[config.mk]
export PLATFORM = sky130hd
export DESIGN_NAME = modbus_ascii_request_framer_top
export DESIGN_NICKNAME = d
export VERILOG_FILES = /design/src/sv/mbaf_pkg.sv /design/src/sv/mbaf_build.sv /design/src/sv/mbaf_emit.sv /design/src/sv/modbus_ascii_request_framer_top.sv
export SDC_FILE = /design/constraint.sdc
export NUM_CORES = 1
export LEC_CHECK = 0
export BUFFER_PORTS_ARGS = -buffer_cell sky130_fd_sc_hd__clkbuf_2
export CAP_MARGIN = 25
export CORE_MARGIN = 3
export CORE_UTILIZATION = 50
export DETAILED_ROUTE_END_ITERATION = 12
export PLACE_DENSITY_LB_ADDON = 0.15
export RECOVER_POWER = 25
export REMOVE_ABC_BUFFERS = 1
export SYNTH_ARGS = -nofsm -noshare
export SYNTH_HDL_FRONTEND = slang
export SYNTH_SLANG_ARGS = --single-unit
[constraint.sdc]
create_clock -name clk -period 6.5 [get_ports clk]
set_input_delay 0 -clock clk [delete_from_list [all_inputs] [get_ports clk]]
set_output_delay 0 -clock clk [all_outputs]
set_load 0.02 [all_outputs]
[src/sv/mbaf_pkg.sv]
// ----------------------------------------------------------------------------
// mbaf_pkg
// Shared types, character codes and helpers for the Modbus ASCII framer.
// ----------------------------------------------------------------------------
package mbaf_pkg;

	localparam int MaxChars = 13;
	localparam int CharW    = 7;
	localparam int CntW     = $clog2(MaxChars + 1);
	localparam int IdxW     = $clog2(MaxChars);

	localparam logic [CharW-1:0] CHAR_COLON = 7'h3a;
	localparam logic [CharW-1:0] CHAR_CR    = 7'h0d;
	localparam logic [CharW-1:0] CHAR_LF    = 7'h0a;
	localparam logic [CharW-1:0] CHAR_ZERO  = 7'h30;
	// 'A' minus ten, so that a nibble of ten maps onto 'A'
	localparam logic [CharW-1:0] CHAR_ALPHA_BASE = 7'h37;

	localparam logic [CntW-1:0] HEADER_CHARS  = 4'd5;
	localparam logic [CntW-1:0] DATA_CHARS    = 4'd4;
	localparam logic [CntW-1:0] TRAILER_CHARS = 4'd4;

	localparam logic [7:0] SLAVE_ADDRESS_RESET = 8'h01;

	typedef struct packed {
		logic [7:0]  function_code;
		logic [15:0] data_word;
		logic        first_word;
		logic        last_word;
	} in_item_t;

	typedef struct packed {
		logic [CharW-1:0] ascii_char;
		logic             run_end;
	} out_item_t;

	typedef logic [MaxChars-1:0][CharW-1:0] char_vec_t;

	// Uppercase hex digit for one nibble
	function automatic logic [CharW-1:0] hex_char(input logic [3:0] nib);
		logic [CharW-1:0] ext;
		ext = {3'b000, nib};
		if (nib < 4'd10) begin
			hex_char = CHAR_ZERO + ext;
		end else begin
			hex_char = CHAR_ALPHA_BASE + ext;
		end
	endfunction

endpackage

[src/sv/mbaf_build.sv]
// ----------------------------------------------------------------------------
// mbaf_build
// Lays out the characters caused by one word and updates the running sum.
// ----------------------------------------------------------------------------
module mbaf_build (
	input  mbaf_pkg::in_item_t                item,
	input  logic [7:0]                        slave_address,
	input  logic [7:0]                        sum_cur,
	output mbaf_pkg::char_vec_t               chars,
	output logic [mbaf_pkg::CntW-1:0]         char_cnt,
	output logic [7:0]                        sum_next
);

	logic [7:0] base_sum;
	logic [7:0] word_sum;
	logic [7:0] lrc;
	logic [3:0] data_nib [4];
	logic [3:0] lrc_hi;
	logic [3:0] lrc_lo;

	assign base_sum = item.first_word ? (slave_address + item.function_code) : sum_cur;
	assign word_sum = base_sum + item.data_word[15:8] + item.data_word[7:0];
	assign lrc      = 8'h00 - word_sum;
	assign sum_next = item.last_word ? 8'h00 : word_sum;

	assign data_nib[0] = item.data_word[15:12];
	assign data_nib[1] = item.data_word[11:8];
	assign data_nib[2] = item.data_word[7:4];
	assign data_nib[3] = item.data_word[3:0];
	assign lrc_hi      = lrc[7:4];
	assign lrc_lo      = lrc[3:0];

	assign char_cnt = mbaf_pkg::DATA_CHARS
		+ (item.first_word ? mbaf_pkg::HEADER_CHARS : '0)
		+ (item.last_word ? mbaf_pkg::TRAILER_CHARS : '0);

	always_comb begin
		chars = '0;
		if (item.first_word) begin
			chars[0]  = mbaf_pkg::CHAR_COLON;
			chars[1]  = mbaf_pkg::hex_char(slave_address[7:4]);
			chars[2]  = mbaf_pkg::hex_char(slave_address[3:0]);
			chars[3]  = mbaf_pkg::hex_char(item.function_code[7:4]);
			chars[4]  = mbaf_pkg::hex_char(item.function_code[3:0]);
			chars[5]  = mbaf_pkg::hex_char(data_nib[0]);
			chars[6]  = mbaf_pkg::hex_char(data_nib[1]);
			chars[7]  = mbaf_pkg::hex_char(data_nib[2]);
			chars[8]  = mbaf_pkg::hex_char(data_nib[3]);
			chars[9]  = mbaf_pkg::hex_char(lrc_hi);
			chars[10] = mbaf_pkg::hex_char(lrc_lo);
			chars[11] = mbaf_pkg::CHAR_CR;
			chars[12] = mbaf_pkg::CHAR_LF;
		end else begin
			chars[0] = mbaf_pkg::hex_char(data_nib[0]);
			chars[1] = mbaf_pkg::hex_char(data_nib[1]);
			chars[2] = mbaf_pkg::hex_char(data_nib[2]);
			chars[3] = mbaf_pkg::hex_char(data_nib[3]);
			chars[4] = mbaf_pkg::hex_char(lrc_hi);
			chars[5] = mbaf_pkg::hex_char(lrc_lo);
			chars[6] = mbaf_pkg::CHAR_CR;
			chars[7] = mbaf_pkg::CHAR_LF;
		end
	end

endmodule

[src/sv/mbaf_emit.sv]
// ----------------------------------------------------------------------------
// mbaf_emit
// Holds one word's characters and sends them out one per cycle while out_stall is low.
// ----------------------------------------------------------------------------
module mbaf_emit (
	input  logic                          clk,
	input  logic                          arst_n,
	input  logic                          load,
	input  mbaf_pkg::char_vec_t           load_chars,
	input  logic [mbaf_pkg::CntW-1:0]     load_cnt,
	output logic                          busy,
	output logic                          out_valid,
	input  logic                          out_stall,
	output mbaf_pkg::out_item_t           out_data
);

	mbaf_pkg::char_vec_t            chars_s1;
	logic [mbaf_pkg::CntW-1:0]      cnt_s1;
	logic                           buf_valid_s1;
	logic [mbaf_pkg::CntW-1:0]      idx_q;
	logic                           out_valid_q;
	mbaf_pkg::out_item_t            out_q;
	logic                           advance;
	logic                           at_last;

	assign advance = buf_valid_s1 && (!out_valid_q || !out_stall);
	assign at_last = (idx_q == cnt_s1 - 4'd1);
	// buffer stays occupied unless its final character moves out this cycle
	assign busy    = buf_valid_s1 && !(advance && at_last);

	always_ff @(posedge clk) begin
		if (load) begin
			chars_s1 <= load_chars;
			cnt_s1   <= load_cnt;
		end
	end

	always_ff @(posedge clk or negedge arst_n) begin
		if (!arst_n) begin
			buf_valid_s1 <= 1'b0;
			idx_q        <= '0;
		end else begin
			if (load) begin
				buf_valid_s1 <= 1'b1;
				idx_q        <= '0;
			end else if (advance) begin
				if (at_last) begin
					buf_valid_s1 <= 1'b0;
					idx_q        <= '0;
				end else begin
					idx_q <= idx_q + 4'd1;
				end
			end
		end
	end

	always_ff @(posedge clk or negedge arst_n) begin
		if (!arst_n) begin
			out_valid_q <= 1'b0;
		end else if (!out_valid_q || !out_stall) begin
			out_valid_q <= buf_valid_s1;
		end
	end

	always_ff @(posedge clk) begin
		if (advance) begin
			out_q.ascii_char <= chars_s1[idx_q[mbaf_pkg::IdxW-1:0]];
			out_q.run_end    <= at_last;
		end
	end

	assign out_valid = out_valid_q;
	assign out_data  = out_q;

	a_load_when_free: assert property (@(posedge clk) disable iff (!arst_n)
		load |-> !busy)
		else $error("buffer reloaded while characters remain");

	a_idx_in_range: assert property (@(posedge clk) disable iff (!arst_n)
		buf_valid_s1 |-> (idx_q < cnt_s1))
		else $error("character index past count");

	a_cnt_legal: assert property (@(posedge clk) disable iff (!arst_n)
		buf_valid_s1 |-> (cnt_s1 == 4'd4 || cnt_s1 == 4'd8 || cnt_s1 == 4'd9
			|| cnt_s1 == 4'd13))
		else $error("illegal character count");

	a_end_empties: assert property (@(posedge clk) disable iff (!arst_n)
		(advance && at_last && !load) |=> !buf_valid_s1)
		else $error("buffer not released after final character");

endmodule

[src/sv/modbus_ascii_request_framer_top.sv]
// ----------------------------------------------------------------------------
// modbus_ascii_request_framer_top
// Modbus ASCII request framer: data words in, frame characters out, with LRC.
// ----------------------------------------------------------------------------
// Usage:
//   Input channel (in_valid / in_stall / in_data) takes one 16-bit data word
//   per transfer, with function code and first/last frame marks. A word
//   marked first opens the frame with ':', address and function code; a
//   word marked last closes it with the LRC, CR and LF.
//   Output channel (out_valid / out_stall / out_data) gives one 7-bit ASCII
//   character per transfer; run_end flags the last character of each word.
//   cfg_wr_en / cfg_wr_data write the slave address; write only when idle.
// Timing:
//   A word's characters are laid out in one pass and held in a 13-entry
//   character buffer; after accept, the first character passes from the
//   buffer to the output register. The buffer drains one character per
//   cycle while out_stall is low, and a word gives 4, 8, 9 or 13 characters;
//   the next word is accepted in the cycle its predecessor's last character
//   moves to the output register, giving back-to-back output with no gaps.
// Reset:
//   arst_n clears the channels and the running sum; address returns to 1.
// Stall:
//   out_stall holds the output register and the buffer; in_stall rises as
//   soon as the buffer cannot take the next word.
// ----------------------------------------------------------------------------
module modbus_ascii_request_framer_top (
	input  logic                 clk,
	input  logic                 arst_n,
	input  logic                 cfg_wr_en,
	input  logic [7:0]           cfg_wr_data,
	input  logic                 in_valid,
	output logic                 in_stall,
	input  mbaf_pkg::in_item_t   in_data,
	output logic                 out_valid,
	input  logic                 out_stall,
	output mbaf_pkg::out_item_t  out_data
);

	logic [7:0]                   slave_address_q;
	logic [7:0]                   lrc_sum_q;
	logic                         in_accept;
	logic                         emit_busy;
	mbaf_pkg::char_vec_t          build_chars;
	logic [mbaf_pkg::CntW-1:0]    build_cnt;
	logic [7:0]                   build_sum;

	// Accept whenever the character buffer is free or frees this cycle
	assign in_stall  = emit_busy;
	assign in_accept = in_valid && !emit_busy;

	always_ff @(posedge clk or negedge arst_n) begin
		if (!arst_n) begin
			slave_address_q <= mbaf_pkg::SLAVE_ADDRESS_RESET;
		end else if (cfg_wr_en) begin
			slave_address_q <= cfg_wr_data;
		end
	end

	// Running frame sum: restarts on a first word, clears after a last word
	always_ff @(posedge clk or negedge arst_n) begin
		if (!arst_n) begin
			lrc_sum_q <= 8'h00;
		end else if (in_accept) begin
			lrc_sum_q <= build_sum;
		end
	end

	mbaf_build u_build (
		.item          (in_data),
		.slave_address (slave_address_q),
		.sum_cur       (lrc_sum_q),
		.chars         (build_chars),
		.char_cnt      (build_cnt),
		.sum_next      (build_sum)
	);

	mbaf_emit u_emit (
		.clk        (clk),
		.arst_n     (arst_n),
		.load       (in_accept),
		.load_chars (build_chars),
		.load_cnt   (build_cnt),
		.busy       (emit_busy),
		.out_valid  (out_valid),
		.out_stall  (out_stall),
		.out_data   (out_data)
	);

endmodule
==> metrics.txt <==
sequential area share after synthesis 0.483; clk slew on worst S/H paths 70 ps; CP Class flip-flop to flip-flop; area grow syn2layout 12.2%; Post-synth ARST share 0.200; Worst setup SP type flip-flop; Synth Area in XOR/XNOR 0.0427; met2 wire len 7250 um; die footprint 0.0146 mm2; wire length per cell 18.7 um; Final Skew 10.5 ps; Reg area 0.00319 mm2; CTS Sinks 110; combinational family with the most area after synthesis compound AO/OA/AOI/OAI gates; most numerous cell in the Yosys netlist edfxtp_1; M1 WL 7070 um; top cells by count, synth edfxtp_1, inv_1, nor2_1; core box area 0.0128 mm2; mean post-synth cell area 10.9 um2; post-CTS setup buffers 0; total number of vias 4749; failing checks hold timing, capacitance limit, slew limit; WP data arrival 5250 ps; status complete, but fails checks; post-synthesis cell area 0.00662 mm2; # fillers 1086; Cell variety after synth 65; Initial Util 0.518; YS warnings 0; tightest hold margin -3.32 ps; clock root buffer clkbuf_16; fin nets 733; GRT overflow 0; routability congestion estimate 0.914; first-iteration detailed-routing DRC count 407; minimum clock period 5140 ps; CTS Buffer Depth 2; clock buffer count from CTS 9; multi-input logic area 0.00309 mm2; RSZ-0062 raised after global routing no; biggest area consumer among synthesized cells edfxtp_1; Main synth FF type edfxtp_1; first-pass GRT wire length 25100 um; DRC viols 0; CP endpoint kind flip-flop; I/O pin count 49; Clock H-tree levels 3; Final ANT Viol Nets 0; Leak 2.96 nW; Yosys top cell area share 0.399; final-report hold violation count 2; I/O Buffers 48; Final HPWL DP 11800 um; height of the die 121 um; Syn Inst Count 606; critical path peak fanout 12; TritonCTS clock tree done; worst path required time 6610 ps; Worst-Skew Late Latency 360 ps; wirelength, routed 15600 um; fraction of the mapped netlist area in adder cells 0.0783; post-synthesis mux area share 0.0913; # rows 41; largest net degree at the start of global routing 49; post-synthesis compound-gate area fraction 0.136; final period utilization 0.791; Tot Pwr 3.17 mW; Post-synth EDFFs 88; met3 WL 786 um; Worst-Margin Slew 1770 ps; endpoints failing setup 0; Post-Route Setup TNS 0 ps; Final Max Tran Viols 35; GR Util All Layers 0.227; HP Class input port to flip-flop; max-cap viol count 1; cell area power density 427 mW/mm2; post-synthesis simple-gate area fraction 0.118; vias in the first global route 4712; drt first pass iters 5; ratio of cells with drive above 1 in the final layout 0.151; Yosys reg bits 110; max_slew headroom -0.178; antenna diode count 0; maximum vdd drop 196 uV; largest cells by area after synthesis edfxtp_1, dfrtp_1, mux4_2; Die Span X 121 um; vias per cell 5.69; DR top layer met4; antenna violations before repair 0; Fmax achieved 194 MHz
where the power goes:
group	switching, mW	internal (mW)
Sequential	0.0689	0.953
Combinational	0.967	0.620
Clock	0.261	0.301
Total	1.30	1.87
cell families (layout without fill, tap and decap cells):
logic type	count (synthesis)	in the layout
xor+xnor	27	27
fa+ha+maj	36	36
simple gates	168	168
flops	110	110
compound gates	142	142
mux	38	38
buf+inv	85	142
worst max-delay path, stage by stage, from the launching register on:
cell       delay [ps]
dfstp_2           380
ha_1              200
fa_1              400
a21o_1            170
a21o_1            200
a21o_1            180
a21oi_1           160
xnor2_1           150
mux2i_1           120
fa_1              560
inv_1              40
ha_1              370
or4b_1            570
o2111ai_2         160
nor3_2             80
xnor3_1           560
and3_1            300
o311a_1           280
sequential cells by signal (all words and copies together), names as in the netlist:
| name | count |
|---|---|
| slave_address_q | 8 |
| u_emit.chars_s1 | 77 |
| u_emit.out_data | 8 |
| u_emit.out_valid | 1 |
| u_emit.cnt_s1 | 3 |
| u_emit.idx_q | 4 |
| lrc_sum_q | 8 |
| u_emit.buf_valid_s1 | 1 |
path summary, 6_finish.rpt:
check | depth (start not counted) | startpoint | slack (ps) | endpoint
max reg2reg | 17 | slave_address_q[0] | 1360 | u_emit.chars_s1[30]
min in group asynchronous | 2 | arst_n | 470 | u_emit.idx_q[2]
max in group asynchronous | 2 | arst_n | 5240 | slave_address_q[7]
max | 17 | slave_address_q[0] | 1360 | u_emit.chars_s1[30]
min | 2 | cfg_wr_en | -3 | slave_address_q[4]
min reg2reg | 2 | lrc_sum_q[5] | 480 | lrc_sum_q[5]
layout make-up:
type	instances	share of cell area
repair buffers	68	0.0553
clock inverters	7	0.00961
multi-input cells	411	0.416
clock buffers	9	0.0303
flip-flops and latches	110	0.430
inverters	58	0.0293
well taps	172	0.0290
stage by stage:
step / util / setup WS (ps) / hold WS [ps] / cell area [um2] / instances
after floorplan: - / 1810 / -296 / 6500 / 579
after global placement: 0.547 / 1570 / 40.4 / 6990 / 804
after detailed placement: 0.547 / 1450 / 47.2 / 6990 / 804
after CTS: 0.582 / 1420 / 5.21 / 7440 / 835
after global routing: 0.581 / 1190 / 47.8 / 7420 / 835
final: 0.581 / 1360 / -3.32 / 7420 / 835
cell usage in the layout (no fill, tap or decap), types with 14 or more instances in the layout:
cell            n
edfxtp_1       88
inv_1          56
nor2_1         53
nand2_1        51
a21oi_1        41
o21ai_0        39
clkbuf_2       37
ha_1           27
dfrtp_1        21
mux4_2         17
nand3_1        15
dlygate4sd3_1  15
xnor2_1        14
per-layer routing:
layer	GRT usage	vias up
met5	0	-
met4	0.0942	0
met3	0.0466	25
met2	0.349	150
met1	0.314	2294
li1	-	2280
what timing repair did:
action                     4_1_cts  5_1_grt
resized for setup                0        0
hold endpoints to repair        37        0
hold buffers                    15        0
setup endpoints to repair        0        0
No activity file was read; power rests on OpenSTA's default activity.
